**src/design/assert_macros.svh**
```systemverilog
// ----------------------------------------------------------------------------
// assert_macros.svh
// Assertion macros used by the top-level design file of the mode table block.
// ----------------------------------------------------------------------------
`ifndef ASSERT_MACROS_SVH
`define ASSERT_MACROS_SVH
`ifndef NO_ASSERTIONS
// The consequent must hold in the same cycle as the antecedent.
`define ASSERT_HOLDS(lbl, clk, rst, ante, cons, msg) \
   lbl: assert property (@(posedge clk) disable iff (rst) (ante) |-> (cons)) else $error(msg);
// The consequent must hold in the cycle after the antecedent.
`define ASSERT_NEXT(lbl, clk, rst, ante, cons, msg) \
   lbl: assert property (@(posedge clk) disable iff (rst) (ante) |=> (cons)) else $error(msg);
`else
`define ASSERT_HOLDS(lbl, clk, rst, ante, cons, msg)
`define ASSERT_NEXT(lbl, clk, rst, ante, cons, msg)
`endif
`endif

```
**src/design/mtin_pkg.sv**
```systemverilog
// ----------------------------------------------------------------------------
// mtin_pkg
// Types and fixed constants of the mode table interpolate and norm block.
// ----------------------------------------------------------------------------
package mtin_pkg;

   // Field widths fixed by the interface.
   localparam int VAL_W    = 32;
   localparam int RES_W    = 64;
   localparam int MIDX_W   = 4;
   localparam int LOADED_W = 5;
   localparam int LEN_REG_W = 11;

   // Operation codes.
   localparam logic [1:0] OP_LOAD = 2'd0;
   localparam logic [1:0] OP_EVAL = 2'd1;
   localparam logic [1:0] OP_NORM = 2'd2;

   // Status codes.
   localparam logic [1:0] STAT_OK         = 2'd0;
   localparam logic [1:0] STAT_FULL       = 2'd1;
   localparam logic [1:0] STAT_NOT_LOADED = 2'd2;

   // Register indexes.
   localparam logic [1:0] REG_LOW  = 2'd0;
   localparam logic [1:0] REG_HIGH = 2'd1;
   localparam logic [1:0] REG_LEN  = 2'd2;

   // Register reset values.
   localparam logic [31:0] RST_LOW  = 32'd0;
   localparam logic [31:0] RST_HIGH = 32'd65536;
   localparam logic [10:0] RST_LEN  = 11'd1024;

   // Multiply-divide unit sizes.
   localparam int MD_A_W = 64;
   localparam int MD_B_W = 32;
   localparam int MD_P_W = MD_A_W + MD_B_W;
   localparam int NORM_SHIFT = 17;
   localparam logic [6:0] MD_MUL_LAST = 7'(MD_B_W - 1);
   localparam logic [6:0] MD_DIV_LAST = 7'(MD_P_W - 1);
   localparam logic [63:0] SAT_POS = 64'h7FFF_FFFF_FFFF_FFFF;

   typedef enum logic [3:0] {
      ST_IDLE,
      ST_EV_KSTART,
      ST_EV_KWAIT,
      ST_EV_RD0,
      ST_EV_RD1,
      ST_EV_RD2,
      ST_EV_CWAIT,
      ST_NM_WALK,
      ST_NM_DRAIN,
      ST_NM_DSTART,
      ST_NM_DWAIT,
      ST_DONE
   } state_type;

   typedef enum logic [1:0] {
      MD_IDLE,
      MD_MUL,
      MD_DIV,
      MD_FIN
   } md_state_type;

   typedef struct packed {
      logic                start;
      logic                shr;
      logic [MD_A_W-1:0]   a;
      logic [MD_B_W-1:0]   b;
      logic [MD_B_W-1:0]   c;
   } md_req_type;

   typedef struct packed {
      logic                done;
      logic [63:0]         quot;
      logic [MD_B_W-1:0]   rem;
   } md_rsp_type;

endpackage

```
**src/design/mtin_muldiv.sv**
```systemverilog
// ----------------------------------------------------------------------------
// mtin_muldiv
// Shared bit-serial unit computing floor((a*b >> s) / c), s being 0 or 17.
// ----------------------------------------------------------------------------
module mtin_muldiv (
   input  logic               clock,
   input  logic               reset,
   input  mtin_pkg::md_req_type req,
   output mtin_pkg::md_rsp_type rsp
);
   import mtin_pkg::*;

   md_state_type      state_ff, state_in;
   logic [MD_A_W-1:0] a_ff, a_in;
   logic [MD_B_W-1:0] b_ff, b_in;
   logic [MD_B_W-1:0] c_ff, c_in;
   logic              shr_ff, shr_in;
   logic [MD_P_W-1:0] p_ff, p_in;
   logic [MD_B_W-1:0] r_ff, r_in;
   logic [6:0]        cnt_ff, cnt_in;

   logic [MD_P_W-1:0] mul_sum;
   logic [MD_B_W:0]   r_shift;
   logic              r_ge;

   // Next state.
   always_comb begin
      state_in = state_ff;
      case (state_ff)
         MD_IDLE: begin
            if (req.start) state_in = MD_MUL;
         end
         MD_MUL: begin
            if (cnt_ff == MD_MUL_LAST) state_in = MD_DIV;
         end
         MD_DIV: begin
            if (cnt_ff == MD_DIV_LAST) state_in = MD_FIN;
         end
         MD_FIN: begin
            state_in = MD_IDLE;
         end
         default: begin
            state_in = MD_IDLE;
         end
      endcase
   end

   // Outputs. The quotient saturates at the largest positive value.
   always_comb begin
      rsp.done = (state_ff == MD_FIN);
      rsp.rem  = r_ff;
      if (|p_ff[MD_P_W-1:63]) begin
         rsp.quot = SAT_POS;
      end else begin
         rsp.quot = {1'b0, p_ff[62:0]};
      end
   end

   // One shift-add step of the multiply and one restoring step of the divide.
   assign mul_sum = {p_ff[MD_P_W-2:0], 1'b0} + (b_ff[MD_B_W-1] ? MD_P_W'(a_ff) : '0);
   assign r_shift = {r_ff, p_ff[MD_P_W-1]};
   assign r_ge    = (r_shift >= {1'b0, c_ff});

   always_comb begin
      a_in   = a_ff;
      b_in   = b_ff;
      c_in   = c_ff;
      shr_in = shr_ff;
      p_in   = p_ff;
      r_in   = r_ff;
      cnt_in = cnt_ff;
      case (state_ff)
         MD_IDLE: begin
            a_in   = req.a;
            b_in   = req.b;
            c_in   = req.c;
            shr_in = req.shr;
            p_in   = '0;
            cnt_in = '0;
         end
         MD_MUL: begin
            b_in   = {b_ff[MD_B_W-2:0], 1'b0};
            cnt_in = cnt_ff + 7'd1;
            p_in   = mul_sum;
            if (cnt_ff == MD_MUL_LAST) begin
               // The norm drops 17 fraction bits before the divide.
               p_in   = shr_ff ? (mul_sum >> NORM_SHIFT) : mul_sum;
               r_in   = '0;
               cnt_in = '0;
            end
         end
         MD_DIV: begin
            cnt_in = cnt_ff + 7'd1;
            p_in   = {p_ff[MD_P_W-2:0], r_ge};
            r_in   = r_ge ? MD_B_W'(r_shift - {1'b0, c_ff}) : r_shift[MD_B_W-1:0];
         end
         default: begin
            cnt_in = cnt_ff;
         end
      endcase
   end

   always_ff @(posedge clock) begin
      if (reset) begin
         state_ff <= MD_IDLE;
         cnt_ff   <= '0;
      end else begin
         state_ff <= state_in;
         cnt_ff   <= cnt_in;
      end
      a_ff   <= a_in;
      b_ff   <= b_in;
      c_ff   <= c_in;
      shr_ff <= shr_in;
      p_ff   <= p_in;
      r_ff   <= r_in;
   end

endmodule
```
**config.mk**
```make
export PLATFORM = sky130hd
export DESIGN_NAME = mtin_muldiv
export DESIGN_NICKNAME = d
export VERILOG_FILES = /design/src/design/assert_macros.svh /design/src/design/mtin_pkg.sv /design/src/design/mtin_muldiv.sv
export SDC_FILE = /design/constraint.sdc
export NUM_CORES = 1
export LEC_CHECK = 0
export ABC_AREA = 0
export ABC_CLOCK_PERIOD_IN_PS = 5000
export BUFFER_PORTS_ARGS = -buffer_cell sky130_fd_sc_hd__buf_2
export CORE_AREA = 5 5 210 212
export DETAILED_ROUTE_END_ITERATION = 7
export DIE_AREA = 0 0 215 217
export GPL_TIMING_DRIVEN = 0
export HOLD_SLACK_MARGIN = 0.12
export MAX_ROUTING_LAYER = met4
export SETUP_SLACK_MARGIN = 0.02
export SLEW_MARGIN = 20
export SYNTH_ARGS = -nofsm -noshare
export SYNTH_HDL_FRONTEND = slang
export SYNTH_SLANG_ARGS = --single-unit
```
**constraint.sdc**
```tcl
create_clock -name clock -period 5 [get_ports clock]
set_input_delay 0.75 -clock clock [delete_from_list [all_inputs] [get_ports clock]]
set_output_delay 0.75 -clock clock [all_outputs]
set_load 0.1 [all_outputs]
```
# Word level (Yosys, flattened, before mapping)
# Cells that the tools add are included.
# word_totals
input_bits	132
output_inout_bits	97
reg_bits	266
# op_classes
n_reduce_logical	7
n_lt_le_gt_ge	1
mux	15
addsub	3
eq_ne	8
# op_table
operator	count
$pmux W96 S3	1
$mux W96	2
$pmux W32 S2	2
$add A96 B64 Y96	1
$mux W32	2
$mux W64	1
$mux W63	1
$ge A33 B32 Y1	1
$reduce_or A33 Y1	1
$sub A32 B32 Y32	1
$pmux W7 S3	1
$pmux W2 S4	1
$add A7 B1 Y7 const B	1
$eq A7 B5 Y1 const B	1
$eq A7 B7 Y1 const B	1
$mux W7	1
$mux W2	3
$ne A2 B2 Y1 const B	3
$eq A2 B2 Y1 const B	2
$reduce_bool A2 Y1	2
$reduce_and A3 Y1	1
$reduce_bool A3 Y1	1
$eq A2 B1 Y1 const B	1
$logic_not A2 Y1	1
$reduce_and A2 Y1	1

# Depth between registers and ports, before layout
# logic_depth
word_depth	5
mapped_depth	16
ltp_nobuf	13

# Least setup slack after synthesis
# Ideal clock, no wire load.
# synth_timing
kind	reg-to-reg
startpoint	register state_ff[0]
endpoint	register b_ff[0], enable pin
required_time_ns	4.625
path_buffers	0
arrival_time_ns	3.537
path_stages_with_launch	4
period_less_slack_ns	3.912
setup_slack_ns	1.088
setup_ns	0.375
path_cell_list	dfxtp_1 -> inv_1 -> ha_1 -> or2_2
# synth_via
elab_chain_cells	2
# synth_lines
element	line	source
from (decl)	mtin_muldiv.sv:13	md_state_type state_ff, state_in;
from (signal assigned)	mtin_muldiv.sv:108	state_ff <= state_in;
$eq A2 B1 Y1 or $logic_not A2 Y1 (tied branches)	mtin_muldiv.sv:72	case (state_ff)
$reduce_bool A2 Y1 (no source line) (*)	--	
to (signal assigned)	mtin_muldiv.sv:112	b_ff <= b_in;
to (decl)	mtin_muldiv.sv:15	logic [MD_B_W-1:0] b_ff, b_in;
# Every way passes the cells marked *; elsewhere a longest branch is shown, timed or not.
# A chain may end at the register's enable or synchronous reset.

# Worst setup path after layout
# layout_timing
startpoint	register b_ff[31]
endpoint	register p_ff[64] (data pin)
# layout_via
elab_chain_cells	5
# layout_lines
element	line	source
$mux W64 (*)	mtin_muldiv.sv:60	assign mul_sum = {p_ff[MD_P_W-2:0], 1'b0} + (b_ff[MD_B_W-1] ? MD_P_W'(a_ff) : '0);
$add A96 B64 Y96 (*)	mtin_muldiv.sv:60	
$mux W96	mtin_muldiv.sv:87	p_in = shr_ff ? (mul_sum >> NORM_SHIFT) : mul_sum;
$mux W96 (*)	mtin_muldiv.sv:85	if (cnt_ff == MD_MUL_LAST) begin
$pmux W96 S3 (*)	mtin_muldiv.sv:72	
via p_in[64]	mtin_muldiv.sv:18	logic [MD_P_W-1:0] p_ff, p_in;
to (signal assigned)	mtin_muldiv.sv:115	p_ff <= p_in;
to (decl)	mtin_muldiv.sv:18	
# The timed path passes the listed nets; every way through them passes the cells marked *.

==> results.txt <==
Status -> complete, no violations
Std-Cell Core Area -> 41,800 um2
Avg Cell Area, Syn -> 9.50 um2
Crit-path most repeated cell -> o2111a_1
Post-route cell area -> 21,700 um2
Post-DP HPWL -> 49,600 um
Residual DRC -> 0
Total Wirelength -> 64,900 um
Post-route minimum period -> 4750 ps
CP Max Fanout -> 10
WL per Instance -> 23.2 um
Area leader, netlist -> edfxtp_1
Gpl congestion -> 0.986
Slew HR -> 21.4%
Setup crit start kind -> register
Worst Skew -> 28.3 ps
Cell row count -> 75
Placement Cell Area -> 20,600 um2
Crit end category -> register
Worst min-delay path startpoint -> req[18]
Util after Layout -> 51.9%
CTS Buf Count -> 36
Cells after synthesis -> 1,961
First-pass GRT wire length -> 96,600 um
YS warnings -> 0
FF+latch count, synth -> 266
Share of layout cells above drive strength 1 -> 16.9%
DRT iter0 DRCs -> 1,593
WHS Endpoint -> c_ff[18]
Peak Freq -> 0.211 GHz
Worst hold path cell count -> 1
R2r startpoint -> b_ff[31]
Hold WS -> 363 ps
Initial core utilization -> 44.6%
Clock Tree Root -> clkbuf_16
Final Hold Viols -> 0
TritonCTS clock tree -> yes
Die Y -> 217 um
Mapped Nets -> 2,196
Commonest cells after routing, fill and taps aside -> edfxtp_1, buf_2, nand2_1
Slowest library cell on the worst path -> o311ai_4
Synth top area cells -> edfxtp_1, ha_1, a21oi_1, nand2_1, nor2_1
Reg2reg setup slack -> 250 ps
Multi-input logic area -> 10,100 um2
Worst-case reg-to-reg path depth -> 13
Pre-Repair DR Iteration Count -> 8
Synth unique cells -> 96
Area share of the largest cell type after synthesis -> 41.4%
Capturing point of the worst reg2reg path -> p_ff[64]
Worst path max stage delay -> 650 ps
Global Route Usage Sum -> 27.3%
CTS H-tree lvls -> 2
Final setup viols -> 0
Commonest non-fill, non-tap cell in the layout -> edfxtp_1
DRT antenna net count -> 0
Pin count of the biggest net entering global routing -> 64
RSZ-0062 raised after global routing -> false
Required time of the critical path -> 5280 ps
Overflow left after global routing -> 0
Max-Cap Viols -> 0
Clk pin slew, worst setup/hold paths -> 60 ps
CTS Sinks -> 266
Chip Width -> 215 um
Nets -> 2,468
Worst-margin pin slew -> 1170 ps
Number of flops mapped to enable cells by yosys -> 257
Vias per inst -> 5.97
Area grow syn2layout -> 16.4%
Number of I/O port buffers -> 227
WS Path Type -> register to register
Synthesized cell area -> 18,600 um2
Num ports -> 229
Antenna violations before repair -> 1
Final Max Slew Viols -> 0
Final Cycle Share -> 94.9%
Worst path cell trace -> clkbuf_1 > and2_1 > ha_1 > fa_1 > a211oi_1 > o21a_1 > a21oi_1 > o2111a_1 > o2111a_1 > o311ai_4 > a211oi_2 > xnor2_1 > o22ai_1
Reg area -> 7900 um2
Dominant synthesized flop cell -> edfxtp_1
WP data arrival -> 5030 ps
Hold crit path type -> input port to register
WP buf/inv -> 1
Post-synth ARST share -> 0%
FILL cells -> 3,883
Critical path's top delay family -> compound AO/OA/AOI/OAI gates
Seq/Total Area, Yosys -> 42.4%
Vias in the first global route -> 16.1k
CTS max path bufs -> 3
CTS Hold Bufs -> 0
Worst skew pair latency -> 570 ps
DIE AREA -> 46,700 um2
Routed vias -> 16.7k
Cell count along the critical path -> 13
## routing by layer
layer / vias to the layer above / GRT usage, % / share of wire [%]
met3: 131 / 5.25 / 8.0
met1: 8053 / 37.2 / 44
met2: 686 / 41.9 / 45
li1: 7827 / - / -
met4: 0 / 7.83 / 2.9
met5: - / - / 0
## worst max path at each step
stage / startpoint / end / slack [ps]
final: b_ff[31] / p_ff[64] / 250
after global routing: b_ff[31] / p_ff[73] / 40
after CTS: b_ff[31] / p_ff[75] / 240
after detailed placement: b_ff[31] / p_ff[70] / -380
after global placement: state_ff[1] / r_ff[24] / -710
after floorplan: state_ff[0] / b_ff[0] / 1090
## worst reg2reg max path: cells and delay by family, from the launching register on
family / cells / cell delay (ps)
DFF: 1 / 440
buffers and inverters: 1 / 220
adders and majority gates: 2 / 670
xor gates and xnor gates: 1 / 410
AOI/OAI and AO/OA: 8 / 2530
and+or+nand+nor: 1 / 210
## logic make-up after synthesis
family | synth area share, %
buffers and inverters | 3.78
flip-flops | 42.4
multiplexers | 3.34
AND/OR/NAND/NOR | 18.8
XOR/XNOR | 4.99
AO/OA/AOI/OAI | 19.7
other | 0.0201
adder cells (fa/ha/maj) | 7.00
## cell usage after synthesis (35+ instances only)
cell type	number
nand2b_1	69
nand3_1	43
o21ai_1	35
nand4_1	42
a21o_1	48
inv_1	69
xnor2_1	68
edfxtp_1	257
nand2_1	166
o21ai_0	97
a21oi_1	160
nor2_1	161
ha_1	101
clkbuf_1	83
xor2_1	38
and2_1	84
## flip-flops by register name, summed over array words and instances, names as in the netlist
signal	flops
b_ff	32
shr_ff	1
state_ff	2
cnt_ff	7
r_ff	32
p_ff	96
a_ff	64
c_ff	32
## through the flow
stage                     cells  setup TNS [ps]  worst slack (ps)
after floorplan            1961               0              1090
after global placement     2727          -40050              -709
after detailed placement   2732           -4960              -381
after CTS                  2794               0               244
after global routing       2795               0              40.8
final                      2795               0               253
## timing repair
action	4_1_cts	5_1_grt
endpoints found under the setup margin	41	6
resized for setup	0	3
buffers inserted	3	0
hold endpoints to repair	0	0
## cell type report
class / count / area share (%)
multi-input combinational: 1518 / 46.4
sequential: 266 / 36.4
timing repair buffer: 235 / 5.84
clock buffer: 41 / 4.34
tap: 539 / 3.11
buffer: 105 / 2.00
inverter: 71 / 1.25
clock inverter: 19 / 0.571
antenna: 1 / 0.0115
Power is not shown: default switching activity piles up to over one toggle a cycle in this logic, so the estimate is an artifact.
